### src/rtl/core/utt_pkg.sv
`timescale 1ns / 1ps
package utt_pkg;

  localparam int UTT_QUEUE_DEPTH = 4;

  localparam logic [15:0] UTT_REPL_CHAR   = 16'hFFFD;
  localparam logic [5:0]  UTT_SURR_HIGH   = 6'h36;
  localparam logic [5:0]  UTT_SURR_LOW    = 6'h37;
  localparam logic [20:0] UTT_SUPP_OFFSET = 21'h10000;

  localparam logic [2:0] UTT_LEN_NONE = 3'd0;
  localparam logic [2:0] UTT_LEN_ONE  = 3'd1;
  localparam logic [2:0] UTT_LEN_TWO  = 3'd2;
  localparam logic [2:0] UTT_LEN_FOUR = 3'd4;
  localparam logic [2:0] UTT_LEN_THREE = 3'd3;

  // One job: up to two code points and the end-of-stream mark.
  // len_a of zero with last set is the empty end marker.
  typedef struct packed {
    logic [20:0] cp_a;
    logic [2:0]  len_a;
    logic [15:0] cp_b;
    logic [2:0]  len_b;
    logic        last;
  } utt_job_t;

  function automatic logic [2:0] utt_word_len(input logic [15:0] word);
    logic [2:0] len;
    begin
      if (word[15:7] == 9'd0) begin
        len = UTT_LEN_ONE;
      end else if (word[15:11] == 5'd0) begin
        len = UTT_LEN_TWO;
      end else begin
        len = UTT_LEN_THREE;
      end
      return len;
    end
  endfunction

  function automatic logic [7:0] utt_enc_byte(input logic [20:0] cp, input logic [2:0] len,
                                              input logic [1:0] idx);
    logic [7:0] b;
    begin
      b = 8'h00;
      unique case (len)
        UTT_LEN_ONE: b = {1'b0, cp[6:0]};
        UTT_LEN_TWO: begin
          if (idx == 2'd0) b = {3'b110, cp[10:6]};
          else             b = {2'b10, cp[5:0]};
        end
        UTT_LEN_THREE: begin
          unique case (idx)
            2'd0:    b = {4'b1110, cp[15:12]};
            2'd1:    b = {2'b10, cp[11:6]};
            default: b = {2'b10, cp[5:0]};
          endcase
        end
        UTT_LEN_FOUR: begin
          unique case (idx)
            2'd0:    b = {5'b11110, cp[20:18]};
            2'd1:    b = {2'b10, cp[17:12]};
            2'd2:    b = {2'b10, cp[11:6]};
            default: b = {2'b10, cp[5:0]};
          endcase
        end
        default: b = 8'h00;
      endcase
      return b;
    end
  endfunction

endpackage

### src/rtl/core/utt_front.sv
`timescale 1ns / 1ps
module utt_front (
  input  logic              clk,
  input  logic              rst_n,
  input  logic              cfg_valid,
  input  logic              cfg_data,
  input  logic              in_valid,
  output logic              in_ready,
  input  logic [7:0]        in_byte,
  input  logic              in_is_last,
  output logic              push_valid,
  input  logic              push_ready,
  output utt_pkg::utt_job_t push_job
);
  import utt_pkg::*;

  logic       byte_order_r;
  logic [7:0] first_byte_r, first_byte_nxt;
  logic       phase_r, phase_nxt;
  logic       pending_r, pending_nxt;
  logic [9:0] high_r, high_nxt;

  logic [15:0] word;
  logic        is_high, is_low, accept, job_vld;
  logic [20:0] supp_cp;
  utt_job_t    job;

  assign in_ready = push_ready;
  assign accept   = in_valid && push_ready;

  assign word    = byte_order_r ? {in_byte, first_byte_r} : {first_byte_r, in_byte};
  assign is_high = (word[15:10] == UTT_SURR_HIGH);
  assign is_low  = (word[15:10] == UTT_SURR_LOW);
  assign supp_cp = {1'b0, high_r, word[9:0]} + UTT_SUPP_OFFSET;

  always_comb begin
    job            = '0;
    job.last       = in_is_last;
    first_byte_nxt = first_byte_r;
    phase_nxt      = phase_r;
    pending_nxt    = pending_r;
    high_nxt       = high_r;
    if (!phase_r) begin
      first_byte_nxt = in_byte;
      phase_nxt      = 1'b1;
      // keep the held high surrogate unless the stream ends here
      if (pending_r && in_is_last) begin
        job.cp_a  = {5'd0, UTT_REPL_CHAR};
        job.len_a = UTT_LEN_THREE;
      end
    end else begin
      phase_nxt = 1'b0;
      if (pending_r && is_low) begin
        job.cp_a    = supp_cp;
        job.len_a   = UTT_LEN_FOUR;
        pending_nxt = 1'b0;
      end else if (pending_r) begin
        job.cp_a  = {5'd0, UTT_REPL_CHAR};
        job.len_a = UTT_LEN_THREE;
        if (is_high) begin
          high_nxt = word[9:0];
          if (in_is_last) begin
            job.cp_b  = UTT_REPL_CHAR;
            job.len_b = UTT_LEN_THREE;
          end
        end else begin
          pending_nxt = 1'b0;
          job.cp_b    = word;
          job.len_b   = utt_word_len(word);
        end
      end else if (is_high) begin
        pending_nxt = 1'b1;
        high_nxt    = word[9:0];
        if (in_is_last) begin
          job.cp_a  = {5'd0, UTT_REPL_CHAR};
          job.len_a = UTT_LEN_THREE;
        end
      end else begin
        job.cp_a  = {5'd0, word};
        job.len_a = utt_word_len(word);
      end
    end
    // end of stream: start afresh
    if (in_is_last) begin
      phase_nxt   = 1'b0;
      pending_nxt = 1'b0;
    end
  end

  assign job_vld    = in_is_last || (job.len_a != UTT_LEN_NONE);
  assign push_valid = accept && job_vld;
  assign push_job   = job;

  always_ff @(posedge clk) begin
    if (!rst_n) begin
      byte_order_r <= 1'b0;
      phase_r      <= 1'b0;
      pending_r    <= 1'b0;
    end else begin
      if (cfg_valid) byte_order_r <= cfg_data;
      if (accept) begin
        phase_r   <= phase_nxt;
        pending_r <= pending_nxt;
      end
    end
  end

  always_ff @(posedge clk) begin
    if (accept) begin
      first_byte_r <= first_byte_nxt;
      high_r       <= high_nxt;
    end
  end

endmodule

### src/rtl/core/utt_queue.sv
`timescale 1ns / 1ps
module utt_queue #(
  parameter int DEPTH = utt_pkg::UTT_QUEUE_DEPTH
) (
  input  logic              clk,
  input  logic              rst_n,
  input  logic              wr_valid,
  output logic              wr_ready,
  input  utt_pkg::utt_job_t wr_job,
  output logic              rd_valid,
  input  logic              rd_ready,
  output utt_pkg::utt_job_t rd_job
);
  import utt_pkg::*;

  localparam int PW = (DEPTH > 1) ? $clog2(DEPTH) : 1;
  localparam int CW = $clog2(DEPTH + 1);
  localparam logic [PW-1:0] LAST_PTR = PW'(DEPTH - 1);
  localparam logic [CW-1:0] FULL_CNT = CW'(DEPTH);

  utt_job_t      mem_r [DEPTH];
  logic [PW-1:0] wr_ptr_r, rd_ptr_r;
  logic [CW-1:0] count_r;
  logic          do_wr, do_rd;

  assign wr_ready = (count_r != FULL_CNT);
  assign rd_valid = (count_r != '0);
  assign rd_job   = mem_r[rd_ptr_r];
  assign do_wr    = wr_valid && wr_ready;
  assign do_rd    = rd_valid && rd_ready;

  always_ff @(posedge clk) begin
    if (!rst_n) begin
      wr_ptr_r <= '0;
      rd_ptr_r <= '0;
      count_r  <= '0;
    end else begin
      if (do_wr) wr_ptr_r <= (wr_ptr_r == LAST_PTR) ? '0 : wr_ptr_r + 1'b1;
      if (do_rd) rd_ptr_r <= (rd_ptr_r == LAST_PTR) ? '0 : rd_ptr_r + 1'b1;
      if (do_wr && !do_rd)      count_r <= count_r + 1'b1;
      else if (do_rd && !do_wr) count_r <= count_r - 1'b1;
    end
  end

  always_ff @(posedge clk) begin
    if (do_wr) mem_r[wr_ptr_r] <= wr_job;
  end

endmodule

### src/rtl/core/utt_back.sv
`timescale 1ns / 1ps
module utt_back (
  input  logic              clk,
  input  logic              rst_n,
  input  logic              job_valid,
  output logic              job_ready,
  input  utt_pkg::utt_job_t job_in,
  output logic              out_valid,
  input  logic              out_ready,
  output logic [7:0]        out_byte,
  output logic              out_byte_valid,
  output logic              out_last
);
  import utt_pkg::*;

  utt_job_t    job_r;
  logic        active_r, sel_r;
  logic [1:0]  idx_r;
  logic        out_valid_r, out_bv_r, out_last_r;
  logic [7:0]  out_byte_r;

  logic [20:0] cur_cp;
  logic [2:0]  cur_len;
  logic        emit, cp_final, job_done, load;

  assign cur_cp   = sel_r ? {5'd0, job_r.cp_b} : job_r.cp_a;
  assign cur_len  = sel_r ? job_r.len_b : job_r.len_a;
  assign emit     = active_r && (!out_valid_r || out_ready);
  assign cp_final = (cur_len == UTT_LEN_NONE) || (({1'b0, idx_r} + 3'd1) == cur_len);
  assign job_done = emit && cp_final && (sel_r || job_r.len_b == UTT_LEN_NONE);
  assign job_ready = !active_r || job_done;
  assign load      = job_valid && job_ready;

  always_ff @(posedge clk) begin
    if (!rst_n) begin
      active_r    <= 1'b0;
      out_valid_r <= 1'b0;
    end else begin
      if (emit)           out_valid_r <= 1'b1;
      else if (out_ready) out_valid_r <= 1'b0;
      if (load)          active_r <= 1'b1;
      else if (job_done) active_r <= 1'b0;
    end
  end

  always_ff @(posedge clk) begin
    if (emit) begin
      out_byte_r <= utt_enc_byte(cur_cp, cur_len, idx_r);
      out_bv_r   <= (job_r.len_a != UTT_LEN_NONE);
      out_last_r <= job_r.last && job_done;
    end
    // a new job may load in the cycle the previous one finishes
    if (load) begin
      job_r <= job_in;
      sel_r <= 1'b0;
      idx_r <= 2'd0;
    end else if (emit) begin
      if (cp_final) begin
        sel_r <= 1'b1;
        idx_r <= 2'd0;
      end else begin
        idx_r <= idx_r + 2'd1;
      end
    end
  end

  assign out_valid      = out_valid_r;
  assign out_byte       = out_byte_r;
  assign out_byte_valid = out_bv_r;
  assign out_last       = out_last_r;

endmodule

### src/rtl/core/utf16_to_utf8_transcoder.sv
`timescale 1ns / 1ps
// UTF-16 to UTF-8 transcoder.
// Input channel (in_valid/in_ready): one UTF-16 byte per word, in_is_last on the
// final byte of a stream. Output channel (out_valid/out_ready): one UTF-8 byte per
// word; out_byte_valid low marks an empty end marker, out_last flags the final
// word of the stream. cfg_valid/cfg_data sets the byte order (0 big-endian,
// 1 little-endian); cfg_ready is always high; write only while the block is idle.
// The front pairs bytes, tracks surrogates and queues jobs of up to two code
// points; the back serialises each job into bytes through an output register.
// The path from an accepted input word to its first output byte runs through the
// job queue, the job register of the back and the output register. The back sends
// one byte per cycle while it has jobs and the receiver takes them; an input word
// yields 0 to 6 output words (at most 1.5 per input byte on average for BMP text);
// the front takes a word every cycle while the job queue has room.
// Reset clears the stream state, the job queue and the byte order (big-endian).
// When the receiver stalls the output register holds, the back stops, the queue
// fills and in_ready drops once it is full.
module utf16_to_utf8_transcoder #(
  parameter int QUEUE_DEPTH = utt_pkg::UTT_QUEUE_DEPTH
) (
  input  logic       clk,
  input  logic       rst_n,
  input  logic       cfg_valid,
  output logic       cfg_ready,
  input  logic       cfg_data,
  input  logic       in_valid,
  output logic       in_ready,
  input  logic [7:0] in_byte,
  input  logic       in_is_last,
  output logic       out_valid,
  input  logic       out_ready,
  output logic [7:0] out_byte,
  output logic       out_byte_valid,
  output logic       out_last
);
  import utt_pkg::*;

  logic     push_valid, push_ready, pop_valid, pop_ready;
  utt_job_t push_job, pop_job;

  assign cfg_ready = 1'b1;

  utt_front u_front (
    .clk        (clk),
    .rst_n      (rst_n),
    .cfg_valid  (cfg_valid),
    .cfg_data   (cfg_data),
    .in_valid   (in_valid),
    .in_ready   (in_ready),
    .in_byte    (in_byte),
    .in_is_last (in_is_last),
    .push_valid (push_valid),
    .push_ready (push_ready),
    .push_job   (push_job)
  );

  utt_queue #(
    .DEPTH (QUEUE_DEPTH)
  ) u_queue (
    .clk      (clk),
    .rst_n    (rst_n),
    .wr_valid (push_valid),
    .wr_ready (push_ready),
    .wr_job   (push_job),
    .rd_valid (pop_valid),
    .rd_ready (pop_ready),
    .rd_job   (pop_job)
  );

  utt_back u_back (
    .clk            (clk),
    .rst_n          (rst_n),
    .job_valid      (pop_valid),
    .job_ready      (pop_ready),
    .job_in         (pop_job),
    .out_valid      (out_valid),
    .out_ready      (out_ready),
    .out_byte       (out_byte),
    .out_byte_valid (out_byte_valid),
    .out_last       (out_last)
  );

endmodule

### config.mk
export PLATFORM = sky130hd
export DESIGN_NAME = utf16_to_utf8_transcoder
export DESIGN_NICKNAME = d
export VERILOG_FILES = /design/src/rtl/core/utt_pkg.sv /design/src/rtl/core/utt_front.sv /design/src/rtl/core/utt_queue.sv /design/src/rtl/core/utt_back.sv /design/src/rtl/core/utf16_to_utf8_transcoder.sv
export SDC_FILE = /design/constraint.sdc
export NUM_CORES = 1
export LEC_CHECK = 0
export ABC_AREA = 1
export BUFFER_PORTS_ARGS = -buffer_cell sky130_fd_sc_hd__buf_2
export CORE_ASPECT_RATIO = 2
export CORE_UTILIZATION = 28
export DETAILED_ROUTE_END_ITERATION = 10
export MAX_ROUTING_LAYER = met4
export SYNTH_ARGS = -nofsm -noshare
export SYNTH_HDL_FRONTEND = slang
export SYNTH_SLANG_ARGS = --single-unit
### constraint.sdc
create_clock -name clk -period 6.9 [get_ports clk]
set_input_delay 1.035 -clock clk [delete_from_list [all_inputs] [get_ports clk]]
set_output_delay 1.035 -clock clk [all_outputs]
set_load 0.02 [all_outputs]
* After elaboration in Yosys (flattened, before gate mapping) *
Memory sizes are Yosys's and may differ from the RTL's. A register that Yosys moved wholly into a read port is not among the register bits.
Index checks and enable logic that the tools add are counted.

storage, ports and cells
  flip-flop bits (word level) = 43
  latch bits = 0
  RAM bits = 176
  ROM bits = 0
  bits of input ports = 15
  output and inout bits = 13
  word-level logic and storage cells = 111
  memories kept = 1

memory list
  memory         depth  width  read ports  clocked after Yosys merged registers in  write ports  RTL line         source
  u_queue.mem_r  4      44     1           1                                        1            utt_queue.sv:21  utt_job_t mem_r [DEPTH];

operators by class
  add/sub/neg operators = 7
  $mul = 0
  divide/modulo/power cells = 0
  $lt $le $gt $ge = 0
  equal/unequal tests = 12
  shift-type cells = 0
  multiplexer cells = 37
  bitwise operators = 2
  reduce and logical (&&, ||, !) cells = 37

operators with widths
  cell                      number
  $mux W19                  8
  $mux W24                  3
  $pmux W8 S4               1
  $add A20 B17 Y21 const B  1
  $mux W21                  1
  $pmux W7 S3               1
  $mux W16                  1
  $pmux W7 S2               1
  $mux W1                   13
  $eq A6 B6 Y1 const B      2
  $logic_and A1 B1 Y1       12
  $logic_not A9 Y1          1
  $mux W3                   3
  $reduce_bool A3 Y1        3
  $mux W2                   4
  $reduce_bool A2 Y1        4
  $mux W7                   1
  $add A2 B1 Y2 const B     3
  $eq A2 B2 Y1 const B      3
  $eq A3 B2 Y1 const B      2
  $logic_not A3 Y1          2
  $reduce_and A2 Y1         3
  $logic_not A5 Y1          1
  $logic_or A1 B1 Y1        5
  12 further kinds          16

* Logic depth before layout (Yosys ltp) *
Gate-level depths: netlist (run 1).

  word-level depth = 16
  mapped depth = 21
  mapped depth without buffers = 20

* Hierarchy *
Synthesis (run 1) repeated with hierarchy kept, for this count alone.

unflattened totals
  cell total of the unflattened synthesis = 1021
  area total of the unflattened synthesis = 11788.8 µm²

by module, submodules not included
  module                    instances  cells each  area an instance (µm²)  sequential area each (µm²)
  utt_queue                 1          495         7098.1                  5465.2
  utt_back                  1          270         2841.5                  1721.7
  utt_front                 1          254         1838.0                  600.6
  utf16_to_utf8_transcoder  1          2           11.3                    0.0

* Worst setup path before layout (run 1) *
OpenSTA, ideal clock, no wires.

  kind = input -> register
  from = input in_byte[6]
  to = memory u_queue.mem_r[0][0] in the netlist's numbering, enable pin
  setup time = 444 ps
  arrival time = 3881 ps
  required time = 6456 ps
  slack = 2575 ps
  cell stages on the path = 13
  buffers on the path = 0
  cells stage by stage = inv_1 > nand2_1 > o21ai_1 > nor2_4 > nand2_2 > nand2_2 > nand3_2 > nand2_1 > nand2_2 > nor2_4 > nor2_4 > inv_2 > nor2_1

RTL lines
  element          RTL line                        source
  start, declared  utf16_to_utf8_transcoder.sv:28  input logic [7:0] in_byte,
  end, declared    utt_queue.sv:21

==> qor.txt, run 1 <==
slowest stage delay, CP -> 980 ps
CTS tree -> built
sequential-to-total area share from yosys stat -> 0.689
FF+latch count, synth -> 258
worst clock skew -> 9.52 ps
first-pass GRT wire length -> 39100 µm
Crit. End Element -> flip-flop
asr flop ratio synth -> 0
worst path cell trace -> inv_2 -> nand2_1 -> o21ai_2 -> nor2_4 -> nand3_1 -> nand3_2 -> nand2_1 -> nand2_2 -> nor2_4 -> nor2_4 -> inv_2 -> nor2_4 -> buf_4
CTS Buffer Depth -> 3
Post-synth EDFFs -> 243
setup violators final -> 0
# nets final -> 995
largest net degree at the start of global routing -> 90
cts hold-fix bufs -> 0
Syn. warnings -> 0
worst path required time -> 7100 ps
Fin. Hold Viols -> 0
Post-Syn Instances -> 954
RSZ-0062 raised after global routing -> no
fraction of final layout cells sized beyond drive strength 1 -> 0.121
CTS root buf -> clkbuf_16
most frequent cell after synthesis -> edfxtp_1
fillcell total -> 3891
vias in the first global route -> 7040
Finished Core Util -> 0.323
flop-to-flop setup slack -> 2500 ps
ant diodes -> 0
DRC -> 0
Top Ports -> 28
post-synthesis cell type count -> 40
initial core utilization -> 0.284
core footprint -> 0.0388 mm²
H-tree levels -> 1
Most used DFF post-synth -> edfxtp_1
Critical-path top delay cell -> dfxtp_1
Vias/cell -> 4.68
Post-CTS Setup Bufs -> 0
post-route ant nets -> 0
WL/cell -> 16.6 µm
area grow syn2layout -> 13.5%
die width -> 142 µm
Worst slew margin -> 0.336
# rows -> 102
CP Class -> reg -> reg
GRT Overall Usage -> 0.132
synth cell count leaders -> edfxtp_1 (243), o21ai_0 (145), nor2_1 (139)
Top cell by count, worst path -> nor2_4
Tmin final -> 4400 ps
clk_lat worst skew -> 520 ps
HP Start -> u_queue.count_r[2]
leakage power -> 4.53 nW
Final Cycle Share -> 0.638
Clock Sinks -> 258
element type at the critical path start -> flip-flop
Iter 0 DRT Violations -> 440
vias -> 7037
CP Data Arrival Time -> 4610 ps
Syn Area/Cell -> 11.6 µm²
synthesized area -> 0.0110 mm²
1st-pass router iterations -> 5
setup TNS -> 0 ps
DIE AREA -> 0.0402 mm²
CTS Buf Count -> 23
Synth area leaders -> edfxtp_1 (66%), o21ai_0 (6.6%), nor2_1 (4.7%)
maximum vdd drop -> 0.222 mV
grt ovf -> 0
Yosys top cell by area -> edfxtp_1
Routed WL -> 25000 µm
max frequency -> 227 MHz
Pins Over Slew Limit -> 0
Die Y -> 283 µm
Synth top area share -> 0.661
outcome -> complete, no violations
Clock Pin Slew Worst Setup and Hold Paths -> 70 ps
Worst setup startpoint -> u_front.byte_order_r
critical path peak fanout -> 31
FF-to-FF Start -> u_front.byte_order_r
Port Buf Inserts -> 26
antenna violations before repair -> 0
Hold/Removal Path Class -> reg -> reg
syn_nets -> 981
routability cong. -> 0.925
maxcap violations -> 0
PostCTS Resize Cnt -> 0
worst-margin pin slew -> 994 ps
post-DP HPWL -> 17600 µm
Power Total -> 0.00491 W
PwrDens -> 392 mW/mm²
-- worst max-delay path: cells and delay by family (launching register included) --
family                 cells  cell delay, ps
buffers and inverters      3             740
flip-flops                 1             980
AO/OA/AOI/OAI              1             100
AND/OR/NAND/NOR            9            2250
-- power breakdown --
part           leakage (nW)  internal [W]  total [W]  switching [W]
clock                 0.401      0.000762    0.00134       0.000574
sequential             2.49       0.00211    0.00220      0.0000922
combinational          1.64      0.000389    0.00138       0.000988
total                  4.53       0.00326    0.00491        0.00165
-- registers in the layout (all words and copies together) (netlist names), 2 cells and up --
name / cells
u_back.job_r: 43
u_queue.rd_ptr_r: 2
u_queue.wr_ptr_r: 2
u_queue.mem_r: 172
u_queue.count_r: 3
u_back.out_byte: 8
u_front.high_r: 10
u_back.idx_r: 2
u_front.first_byte_r: 8
-- through the flow --
stage / cells / worst slack (ps) / area (µm²) / hold WS [ps]
final: 1504 / 2500 / 12500 / 481
after global routing: 1504 / 2030 / 12500 / 534
after CTS: 1504 / 2450 / 12500 / 482
after detailed placement: 1463 / 2420 / 11700 / 472
after global placement: 1463 / 2520 / 11700 / 472
after floorplan: 954 / 2580 / 11000 / 452
-- placed cells by master, fill, tap and decap left out, types with 2 or more instances in the layout --
cell type / count
edfxtp_1: 243
a221oi_1: 2
ha_1: 11
mux2i_1: 5
o21a_1: 2
nor2_1: 135
clkinv_2: 4
o2111ai_1: 6
nand3_1: 17
clkinv_4: 2
o21ai_0: 145
inv_6: 3
inv_1: 69
o22ai_1: 43
dfxtp_1: 14
o21ai_2: 7
a21oi_1: 30
nand2_1: 107
nor3_1: 10
buf_4: 11
o21ai_1: 4
buf_2: 26
inv_2: 6
nor3b_1: 2
nor2_4: 10
xor2_1: 4
nand2_2: 11
clkbuf_16: 27
o211ai_1: 7
or2_2: 3
nand3_2: 3
-- cells by family after synthesis --
kind of cell,synth area share
multiplexers,0.00454
XOR/XNOR,0.00318
adder cells (fa/ha/maj),0.0143
AO/OA/AOI/OAI,0.126
flip-flops,0.689
other,0.000340
AND/OR/NAND/NOR,0.118
buffers and inverters,0.0450
-- routing by layer --
| layer | global-route usage | part of all wire | wire length, µm |
|---|---|---|---|
| met5 | - | 0 | 0 |
| met4 | 0.0775 | 0.051 | 1280 |
| met3 | 0.0140 | 0.036 | 899 |
| met2 | 0.253 | 0.56 | 14100 |
| met1 | 0.124 | 0.35 | 8680 |
-- worst paths after layout --
check        cells after the start             endpoint
max reg2reg                     13  u_queue.mem_r[1][5]
min                              2   u_queue.count_r[2]
min reg2reg                      2   u_queue.count_r[2]
max                             13  u_queue.mem_r[1][5]
-- area by class of cell --
| cell class | count | area, µm² | share of cell area |
|---|---|---|---|
| flip-flops and latches | 258 | 7600 | 0.607 |
| multi-input cells | 573 | 2970 | 0.237 |
| clock buffers | 29 | 693 | 0.0554 |
| well taps | 520 | 651 | 0.0520 |
| inverters | 75 | 282 | 0.0225 |
| repair buffers | 37 | 213 | 0.0170 |
| clock inverters | 12 | 114 | 0.00910 |
Power figures use the tool's default switching activity.
==> run 2, diff against run 1 <==
clock period = 4.15 ns   (was 6.9 ns; I/O delays follow)
==> run 2 against run 1 <==
Design area rose by 0.12%. Clock skew fell by 3.1 ps. Critical path type unchanged. Count of clock-buffer cells in the layout did not move. Total power rose by 64%. Routed wire length rose by 2.7%. Sequential share of layout area fell by 0.073 points. Sequential power rose by 65%. Largest power group unchanged.
==> qor.txt, run 2 (synthesized netlist as in run 1, its figures left out) <==
setup violators final -> 0
Reg with most FFs -> u_queue.mem_r
CP Data Arrival Time -> 3610 ps
CTS Buffer Depth -> 3
# nets final -> 1000
Clock Pin Slew Worst Setup and Hold Paths -> 70 ps
Top cell by count, worst path -> nand2_2
Pins Over Slew Limit -> 0
CTS Buf Count -> 22
GRT Overall Usage -> 0.135
routability cong. -> 0.941
antenna violations before repair -> 0
critical path peak fanout -> 24
CP Class -> reg -> reg
Place WS -> 923 ps
DIE AREA -> 0.0402 mm²
1st-pass router iterations -> 5
largest net degree at the start of global routing -> 90
Crit. path cell count -> 20
CTS tree -> built
Iter 0 DRT Violations -> 384
element type at the critical path start -> flip-flop
Worst slew margin -> 0.354
Vias/cell -> 4.64
grt ovf -> 0
Final Cycle Share -> 0.773
flop-to-flop setup slack -> 940 ps
Critical-path top delay cell -> dfxtp_1
Routed WL -> 25600 µm
Crit. End Element -> flip-flop
Crit Reg-Reg Endpoint -> u_queue.count_r[2]
outcome -> complete, no violations
vias -> 7009
max frequency -> 312 MHz
slowest stage delay, CP -> 480 ps
Top Ports -> 28
setup TNS -> 0 ps
worst clock skew -> 6.44 ps
post-DP HPWL -> 17400 µm
FF-to-FF path depth -> 20
maxcap violations -> 0
commonest non-fill, non-tap cell in the layout -> edfxtp_1
HP Start -> in_byte[6]
CP endpoint -> u_queue.count_r[2]
worst path required time -> 4550 ps
biggest regs -> u_queue.mem_r x172, u_back.job_r x43, u_front.high_r x10
FF-to-FF Start -> u_front.byte_order_r
CP delay by family, top -> simple AND/OR/NAND/NOR gates
CTS root buf -> clkbuf_16
PostCTS Resize Cnt -> 0
leakage power -> 4.52 nW
Tmin final -> 3210 ps
Crit path buffers/inverters -> 3
clk_lat worst skew -> 510 ps
worst path cell trace -> buf_4 -> nand2_1 -> o21ai_1 -> nand2_1 -> nor2_4 -> inv_2 -> nand2_1 -> nand2_2 -> nand2_2 -> nand2_2 -> nand2_2 -> nor2_4 -> nor2_4 -> ha_1 -> inv_1 -> fa_1 -> a21oi_1 -> o21ai_0 -> o21ai_0 -> a21oi_1
Power Total -> 0.00805 W
cts hold-fix bufs -> 0
Worst setup startpoint -> u_front.byte_order_r
core footprint -> 0.0388 mm²
ant diodes -> 0
area grow syn2layout -> 13.6%
most frequent cells in the layout -> edfxtp_1 (243), o21ai_0 (145), nor2_1 (135)
worst-margin pin slew -> 968 ps
Largest register FFs -> 172
fraction of final layout cells sized beyond drive strength 1 -> 0.121
Port Buf Inserts -> 26
die width -> 142 µm
maximum vdd drop -> 0.337 mV
Hold/Removal Path Class -> in -> reg
PwrDens -> 643 mW/mm²
vias in the first global route -> 6931
Post-CTS Setup Bufs -> 0
Final WS setup -> 943 ps
WL/cell -> 17.0 µm
Die Y -> 283 µm
Fin. Hold Viols -> 0
DRC -> 0
initial core utilization -> 0.284
H-tree levels -> 1
RSZ-0062 raised after global routing -> no
# rows -> 102
first-pass GRT wire length -> 39700 µm
Clock Sinks -> 258
post-route ant nets -> 0
==> run 2: how the worst min path moves through the flow <==
stage | endpoint | slack, ps | depth (start not counted)
floorplan | u_queue.count_r[2] | 450 | 2
CTS | u_front.first_byte_r[6] | 280 | 1
detailed placement | u_queue.count_r[2] | 480 | 2
global route | u_front.first_byte_r[2] | 290 | 1
global placement | u_queue.count_r[2] | 470 | 2
finish | u_front.first_byte_r[6] | 300 | 1
==> run 2: metal layers <==
metal	vias up	part of all wire	wire (µm)	global-route usage
met5	-	0	0	-
met4	0	0.037	937	0.0684
met3	43	0.034	879	0.0118
met2	211	0.57	14600	0.263
met1	3342	0.36	9240	0.129
li1	3413	-	-	-
==> run 2: layout make-up <==
class / count / area [µm²]
clock buffers: 29 / 618
clock inverters: 11 / 96.3
fillers: 3909 / 26300
inverters: 75 / 282
multi-input cells: 573 / 2970
flip-flops and latches: 258 / 7600
well taps: 520 / 651
repair buffers: 43 / 320
==> run 2: metrics by stage <==
step                       util  cell area, µm²  hold slack [ps]  instances
final                     0.323           12500              302       1509
after global routing      0.323           12500              293       1509
after CTS                 0.323           12500              285       1509
after detailed placement  0.305           11800              476       1469
after global placement    0.305           11800              473       1469
after floorplan               -           11000              452        954
==> run 2: power by group <==
group          switching (W)  total, W  internal, W  leakage (nW)
sequential          0.000143   0.00364      0.00350          2.49
clock               0.000908   0.00203      0.00113         0.347
combinational        0.00169   0.00238     0.000688          1.68
total                0.00274   0.00805      0.00531          4.52
